--- src/design/ldcr_pkg.sv ---
// Shared types, constants and codes for the LED dot circle rasterizer.
// No dependencies; every other design file uses it by scoped names.
`default_nettype none
package ldcr_pkg;

  localparam int FB_WIDTH_DEF  = 256;
  localparam int FB_HEIGHT_DEF = 128;
  localparam int DOT_COLS_DEF  = 64;
  localparam int DOT_ROWS_DEF  = 32;

  localparam int PIX_W   = 24;
  localparam int ACC_W   = 40;
  localparam int COORD_W = 18;
  localparam int CFG_IDX_W  = 2;
  localparam int CFG_DATA_W = 12;

  typedef logic signed [COORD_W-1:0] coord_t;
  typedef logic [ACC_W-1:0] acc_t;

  typedef enum logic [1:0] {
    REQ_DRAW  = 2'd0,
    REQ_READ  = 2'd1,
    REQ_WRITE = 2'd2,
    REQ_NONE  = 2'd3
  } req_t;

  typedef enum logic [CFG_IDX_W-1:0] {
    CFG_GAP_X  = 2'd0,
    CFG_GAP_Y  = 2'd1,
    CFG_RADIUS = 2'd2,
    CFG_UNUSED = 2'd3
  } cfg_idx_t;

  localparam logic [11:0] GAP_X_RST  = 12'd16;
  localparam logic [11:0] GAP_Y_RST  = 12'd16;
  localparam logic [7:0]  RADIUS_RST = 8'd32;

  typedef enum logic [12:0] {
    ST_CLEAR  = 13'b0000000000001,
    ST_IDLE   = 13'b0000000000010,
    ST_CENTRE = 13'b0000000000100,
    ST_RDC    = 13'b0000000001000,
    ST_MASK   = 13'b0000000010000,
    ST_RING   = 13'b0000000100000,
    ST_PLOT   = 13'b0000001000000,
    ST_ADDY   = 13'b0000010000000,
    ST_SUBX   = 13'b0000100000000,
    ST_CHK    = 13'b0001000000000,
    ST_NEXT   = 13'b0010000000000,
    ST_RDP    = 13'b0100000000000,
    ST_FIN    = 13'b1000000000000
  } state_t;

  typedef struct packed {
    logic       we;
    logic [2:0] be;
  } store_ctl_t;

endpackage
`default_nettype wire

--- src/design/ldcr_alu.sv ---
// Shared add/subtract unit for the circle recurrence and its compares.
// Uses ldcr_pkg for the accumulator type.
`default_nettype none
module ldcr_alu (
  input  ldcr_pkg::acc_t  a,
  input  ldcr_pkg::acc_t  b,
  input  wire             sub,
  output ldcr_pkg::acc_t  res,
  output logic            borrow
);

  logic [ldcr_pkg::ACC_W:0] full;

  always_comb begin
    if (sub) full = {1'b0, a} - {1'b0, b};
    else     full = {1'b0, a} + {1'b0, b};
    res    = full[ldcr_pkg::ACC_W-1:0];
    borrow = sub & full[ldcr_pkg::ACC_W];
  end

endmodule
`default_nettype wire

--- config.mk ---
export PLATFORM = sky130hd
export DESIGN_NAME = ldcr_alu
export DESIGN_NICKNAME = d
export VERILOG_FILES = /design/src/design/ldcr_pkg.sv /design/src/design/ldcr_alu.sv
export SDC_FILE = /design/constraint.sdc
export NUM_CORES = 1
export LEC_CHECK = 0
export ABC_AREA = 0
export BUFFER_PORTS_ARGS = -buffer_cell sky130_fd_sc_hd__buf_2
export CAP_MARGIN = 20
export CORE_MARGIN = 5
export CORE_UTILIZATION = 25
export DETAILED_ROUTE_END_ITERATION = 8
export GPL_TIMING_DRIVEN = 0
export SLEW_MARGIN = 10
export SYNTH_ARGS = -nofsm -noshare
export SYNTH_HDL_FRONTEND = slang
export SYNTH_SLANG_ARGS = --single-unit
--- constraint.sdc ---
create_clock -name vclk -period 23
set_input_delay 6.9 -clock vclk [all_inputs]
set_output_delay 6.9 -clock vclk [all_outputs]
set_load 0.02 [all_outputs]
## Yosys cells after proc, flatten, opt, wreduce, memory -nomap -nowiden

Cells that the tools add are included.

- Add/subtract/negate cells: 2
- Mux-type cells: 1
- Bitwise logic cells: 1

Operators with widths:

| kind | number |
|---|---|
| adder 40 x 40 -> 41 bit | 1 |
| two-way mux 41 bit | 1 |
| subtractor 40 x 40 -> 41 bit | 1 |
| AND 1 bit | 1 |

- Bits in registers: 0
- Bits of input ports: 81
- Output and inout port bits: 41
- Word-level logic and storage cells: 4

## Logic depth before layout (Yosys ltp)

Gate-level depths: netlist (run 1).

- Depth after elaboration: 3
- Depth in mapped cells: 17
- Depth with buffers taken out: 17

## Worst setup path after synthesis (run 1)

No wires, ideal clock.

- Path type: input port to output port
- From: input port b[5]
- To: output port res[36]
- Arrival time: 10.496 ns
- Data required time: 16.100 ns
- Slack: 5.604 ns
- Stages: 17
- Buffers on the path: 0
- Path through: nor4_2 and4bb_2 nand2b_1 nor3_1 nand2_1 nor3_1 a41oi_1 xnor2_1 ha_1 a21o_1 a21o_1 a21o_1 a41o_1 a21o_1 nand2_1 o31ai_1 a311oi_1

- Cells in the longest elaborated chain, start to end: 2
- Elaborated cells between the ends (all ways): 3
- Classes of those cells: add/sub: 2; mux: 1

RTL lines:

| item | line | text |
|---|---|---|
| start: declaration | ldcr_alu.sv:6 | `input ldcr_pkg::acc_t b,` |
| adder 40 x 40 -> 41 bit or subtractor 40 x 40 -> 41 bit (tied branches) | ldcr_alu.sv:16, ldcr_alu.sv:15 |  |
| two-way mux 41 bit * | ldcr_alu.sv:15 | `if (sub) full = {1'b0, a} - {1'b0, b};` |
| end: declaration | ldcr_alu.sv:8 | `output ldcr_pkg::acc_t res,` |

Every way passes the cells marked *; elsewhere a longest branch is shown, timed or not.

## Worst setup path after layout (run 1)

- From: input port b[2]
- To: output port res[34]

Same word-level chain as after synthesis.

==> impl_metrics.py, run 1 <==
metrics = {
    "placement": {
        "place_inst": 761,
        "gp_congestion": 0.911,
        "post-dp-hpwl_mm": 10.0,
        "post-place-ws_ps": 4560,
        "dpl-instance-area_um2": 3960,
        "io_buffer_count": 121,
    },
    "timing": {
        "hold_ws_ps": 14190,
        "max_slew_margin": 0.432,
        "post-route-min-period_ps": 18510,
        "period_share": 0.805,
        "worstMarginPinSlew_ps": 830,
        "setup_viol": 0,
        "rsz0062_at_grt": "no",
        "max_freq_mhz": 54.0,
        "setup_slack_ps": 4490,
        "tns_ps": 0,
        "hold_viol_final": 0,
        "drv_slew": 0,
    },
    "die": {
        "chipHeight_um": 122,
        "coreArea_um2": 12500,
        "dieArea_um2": 14900,
        "rows": 41,
        "io_pins": 122,
        "start_util": 0.252,
        "die_x_um": 122,
    },
    "global_route": {
        "grt_pass1_wl_mm": 17.5,
        "grt_overflow": 0,
        "antenna_found_initial": 4,
        "grt_usage": 0.144,
        "grt_pass1_vias": 3678,
        "grt_max_degree": 11,
    },
    "detailed_routing": {
        "vias": 3810,
        "drt-initial-drc-count": 184,
        "ant_nets": 0,
        "drt-met1-wl_mm": 4.98,
        "dr.pass1.iters": 7,
        "route.detailed.drc": 0,
        "route.met2.wl_mm": 5.28,
        "wl_met3_um": 928,
        "routed_wl_mm": 11.4,
        "avgRoutedWirePerCell_um": 14.9,
        "routed.top_layer": "met5",
        "routed_via_density": 5.00,
    },
    "synthesis": {
        "synth_area_leaders": "xnor2_1, ha_1, a21oi_1, nor2_1, nand2_1",
        "synth_cell_types": 61,
        "yosysTopAreaCell": "xnor2_1",
        "postSynthAreaPerCell_um2": 6.71,
        "ys_warn_count": 0,
        "yosys-top-cells-count": "xnor2_1, nor2_1, a21oi_1",
        "yosys.area.top_type_share": 0.173,
        "synthesis.instances": 468,
        "seq_area_frac_synth": 0,
        "yosysMostFrequentCell": "xnor2_1",
        "syn_area_um2": 3140,
        "syn-num-nets": 591,
    },
    "hold_path": {
        "whs_endpoint": "res[0]",
        "whs_path_depth": 4,
        "min_from": "b[0]",
        "min_path_type": "in2out",
    },
    "worst_setup_path": {
        "cp_top_family": "simple AND/OR/NAND/NOR gates",
        "crit_path_end_kind": "primary output",
        "crit_path_max_incr_delay_ps": 730,
        "cp_cell_sequence": "buf_2 -> nor3_1 -> and4bb_2 -> nand2b_1 -> nor3_1 -> nand2_1 -> nor3_1 -> a41oi_1 -> xnor2_1 -> ha_1 -> a21o_1 -> a2111oi_0 -> nor3_1 -> or3_1 -> a21oi_1 -> xnor2_1 -> buf_2",
        "cp_slowest_cell": "a2111oi_0",
        "crit_arrival_ps": 11610,
        "crit_required_ps": 16100,
        "start_kind": "primary input",
        "cp_max_fo": 7,
        "path_buf_inv": 2,
        "crit_type": "in2out",
        "worst_path_most_repeated_cell": "nor3_1",
    },
    "power": {
        "combPwrFrac": 1.000,
        "switching_share": 0.619,
        "p_total_mw": 0.182,
        "power_frac_seq": 0,
        "p_int_mw": 0.0695,
        "p_per_area_nw_per_um2": 46.0,
        "switchingPower_mw": 0.113,
        "vdd_drop_max_mv": 0.0185,
        "p_leak_nw": 1.76,
        "clkPwrFrac": 0,
    },
    "layout": {
        "layout-drive-gt1-share": 0.226,
        "num-nets-final": 714,
        "syn_to_final_growth_pct": 26.2,
        "final_core_util": 0.318,
        "stdcell_area_um2": 3960,
        "ff_latch_area_um2": 0,
        "stdcell_count": 762,
        "seq_cell_count": 0,
        "nClkBuffers": 0,
    },
    "clock_network": {
        "cts_hold_buf": 0,
        "cts_resized": 0,
        "postCtsSetupBuffers": 0,
    },
    "run_status": {
        "status": "completed",
    },
    "run": {
        "cap_violations": 0,
    },
}
## cells by family (layout without fill, tap and decap cells)
family / count (synthesis) / after routing / synth area share
other: 0 / 1 / 0
buffers and inverters: 30 / 151 / 0.0359
AND/OR/NAND/NOR: 178 / 178 / 0.279
multiplexers: 1 / 1 / 0.00319
adder cells (fa/ha/maj): 42 / 42 / 0.170
AO/OA/AOI/OAI: 145 / 145 / 0.311
XOR/XNOR: 72 / 72 / 0.201
## power by group through the flow
stage                     registers [mW]  logic, mW  clock network [mW]
after floorplan                        0      0.128                   0
final                                  0      0.182       0.00000000581
after global placement                 0      0.183                   0
after global routing                   0      0.201       0.00000000582
after detailed placement               0      0.182                   0
after CTS                              0      0.183                   0
## placed cells by master (no fill, tap or decap), types with 10 or more instances in the layout
cell	instances
xnor2_1	62
ha_1	41
o21ai_0	20
clkbuf_1	14
a21oi_1	49
nor2_1	61
xor2_1	10
nor3_1	21
inv_1	15
nand2_1	38
a21o_1	18
buf_2	121
## area by class of cell
class,instances,area (um2)
Antenna cell,1,2.50
Buffer,15,56.3
Fill cell,1395,8500
Inverter,15,56.3
Multi-Input combinational cell,438,3030
Tap cell,172,215
Timing Repair Buffer,121,606
## layer usage
layer  vias up  track usage
met1      1688        0.186
met5         -            0
li1       1971            -
met2       129        0.250
met4         6       0.0182
met3        16       0.0334
## worst max path at each step
stage	startpoint	to	slack [ps]	cells past startpoint
after floorplan	b[5]	res[36]	5600	17
after global placement	b[2]	res[34]	4550	17
after detailed placement	b[2]	res[34]	4560	17
after CTS	b[2]	res[34]	4540	17
after global routing	b[2]	res[34]	4200	18
final	b[2]	res[34]	4490	17
Note: power is estimated with default switching activity, not from simulation.
==> run 2, diff against run 1 <==
--- a/config.mk
+++ b/config.mk
@@ -5,7 +5,7 @@
 export SDC_FILE = /design/constraint.sdc
 export NUM_CORES = 1
 export LEC_CHECK = 0
-export ABC_AREA = 0
+export ABC_AREA = 1
 export BUFFER_PORTS_ARGS = -buffer_cell sky130_fd_sc_hd__buf_2
 export CAP_MARGIN = 20
 export CORE_MARGIN = 5
==> constraint.sdc (replaced) <==
create_clock -name vclk -period 18.5
set_input_delay 5.55 -clock vclk [all_inputs]
set_output_delay 5.55 -clock vclk [all_outputs]
set_load 0.02 [all_outputs]
==> impl_metrics.py, run 2 <==
metrics = {
    "synthesis": {
        "yosysMostFrequentCell": "nand2_1",
        "synth_mux_area_frac": 0,
        "synthesis.instances": 926,
        "synth_xor_area_frac": 0.101,
        "syn-num-nets": 1049,
        "syn_area_um2": 4510,
        "yosys-top-cells-count": "nand2_1, inv_1, nor2_1",
        "synthAdderAreaFrac": 0.118,
        "postSynthAreaPerCell_um2": 4.87,
        "synth_top_family_by_area": "simple AND/OR/NAND/NOR gates",
        "synth_cell_types": 30,
        "synth_area_leaders": "nand2_1, inv_1, ha_1, nor2_1, xor2_1",
        "synth-compound-area-share": 0.0862,
        "yosysTopAreaCell": "nand2_1",
        "ys_warn_count": 0,
        "yosys.area.top_type_share": 0.291,
        "synthSimpleGateAreaFrac": 0.536,
        "seq_area_frac_synth": 0,
    },
    "detailed_routing": {
        "ant_nets": 0,
        "vias": 5639,
        "route.detailed.drc": 0,
        "routed_wl_mm": 17.2,
        "avgRoutedWirePerCell_um": 13.5,
        "drt-initial-drc-count": 308,
        "dr.pass1.iters": 4,
        "routed_via_density": 4.41,
    },
    "layout": {
        "num-nets-final": 1173,
        "syn_to_final_growth_pct": 19.9,
        "stdcell_area_um2": 5410,
        "nClkBuffers": 0,
        "layout_common_cells": "nand2_1, inv_1, buf_2, nor2_1, nand3_1",
        "final_common_cell": "nand2_1",
        "layout-drive-gt1-share": 0.157,
        "ff_latch_area_um2": 0,
        "seq_cell_count": 0,
        "multi_input_area_um2": 3790,
        "n_fill_cell": 2112,
    },
    "clock_network": {
        "cts_resized": 0,
        "cts_hold_buf": 0,
        "postCtsSetupBuffers": 0,
    },
    "run": {
        "cap_violations": 0,
    },
    "global_route": {
        "grt_pass1_vias": 5417,
        "grt_overflow": 0,
        "antenna_found_initial": 1,
        "grt_usage": 0.160,
        "grt_max_degree": 11,
        "grt_pass1_wl_mm": 26.4,
    },
    "worst_setup_path": {
        "path_buf_inv": 3,
        "cp_cell_sequence": "buf_2 -> inv_1 -> ha_1 -> nand3_2 -> nor2_4 -> nand2_1 -> o21ai_0 -> nand2_1 -> nand2_1 -> o21ai_0 -> ha_1 -> nand2_1 -> nor2_1 -> nand2_1 -> nor2_1 -> nand4_1 -> nand3_1 -> nor2_1 -> buf_2",
        "cp_max_fo": 6,
        "cp_top_family": "simple AND/OR/NAND/NOR gates",
        "crit_path_end_kind": "primary output",
        "crit_required_ps": 12950,
        "cp_slowest_cell": "ha_1",
        "worst_path_most_repeated_cell": "nand2_1",
        "crit_arrival_ps": 8730,
        "start_kind": "primary input",
        "crit_type": "in2out",
        "crit_path_max_incr_delay_ps": 440,
    },
    "hold_path": {
        "min_from": "b[0]",
        "whs_path_depth": 4,
        "min_path_type": "in2out",
        "whs_endpoint": "res[0]",
    },
    "timing": {
        "period_share": 0.772,
        "setup_viol": 0,
        "max_slew_margin": 0.652,
        "drv_slew": 0,
        "hold_viol_final": 0,
        "hold_ws_ps": 11470,
        "max_freq_mhz": 70.0,
        "rsz0062_at_grt": "no",
        "tns_ps": 0,
        "worstMarginPinSlew_ps": 522,
        "post-route-min-period_ps": 14280,
    },
    "placement": {
        "dpl-instance-area_um2": 5410,
        "io_buffer_count": 122,
        "gp_congestion": 0.940,
        "post-dp-hpwl_mm": 15.9,
    },
    "die": {
        "die_x_um": 144,
        "dieArea_um2": 20800,
        "start_util": 0.253,
        "chipHeight_um": 144,
        "rows": 49,
        "coreArea_um2": 17800,
        "io_pins": 122,
    },
    "run_status": {
        "status": "completed",
    },
    "power": {
        "p_leak_nw": 3.25,
        "p_per_area_nw_per_um2": 44.1,
        "vdd_drop_max_mv": 0.0168,
    },
}
[run 2: changes by cell type in the layout (fill, tap and decap cells not counted), sizes merged, moves of 8 or more]
| cell | change |
|---|---|
| xor2 | +32 |
| clkbuf | -10 |
| inv | +170 |
| nand3 | +47 |
| o21ai | +12 |
| nor4 | -10 |
| a21o | -17 |
| nor2b | -8 |
| nand2 | +325 |
| nor3 | -11 |
| a21oi | -16 |
| nor2 | +61 |
| xnor2 | -52 |
[run 2: stage by stage]
| stage | total power, mW | cells | worst slack [ps] | util |
|---|---|---|---|---|
| final | 0.239 | 1278 | 4220 | 0.303 |
| after global routing | 0.267 | 1278 | 3970 | 0.303 |
| after CTS | 0.240 | 1277 | 4190 | 0.303 |
| after detailed placement | 0.240 | 1277 | 4210 | 0.303 |
| after global placement | 0.239 | 1277 | 4190 | 0.303 |
| after floorplan | 0.163 | 926 | 5130 | - |
[run 2: layout make-up]
cell class	instances	share of cell area
Antenna cell	1	0.000462
Buffer	5	0.00370
Inverter	186	0.129
Multi-Input combinational cell	735	0.701
Tap cell	229	0.0529
Timing Repair Buffer	122	0.113
[run 2: where the power goes]
part	switching [mW]	internal, mW	leakage (nW)	total (mW)
clock	0	0.00000000723	0.00000634	0.00000000724
combinational	0.160	0.0785	3.25	0.239
sequential	0	0	0	0
[run 2: logic make-up (layout without fill, tap and decap cells)]
logic type	count (synthesis)	count (layout)
buffers and inverters	191	313
adders and majority gates	42	42
other	0	1
and+or+nand+nor	568	568
xor gates and xnor gates	52	52
AOI/OAI and AO/OA	73	73
[run 2: worst max-delay path by stage]
| stage | from | to | depth (start not counted) |
|---|---|---|---|
| after floorplan | b[0] | borrow | 18 |
| after global routing | b[0] | borrow | 19 |
| after global placement | b[0] | borrow | 19 |
| after detailed placement | b[0] | borrow | 19 |
| final | b[0] | borrow | 19 |
| after CTS | b[0] | borrow | 19 |
[run 2: metal layers]
metal | share of wire | GRT usage | vias to the layer above
li1 | - | - | 3064
met1 | 0.45 | 0.202 | 2450
met2 | 0.49 | 0.298 | 111
met3 | 0.037 | 0.0139 | 14
met4 | 0.016 | 0.0241 | 0
met5 | 0 | 0 | -
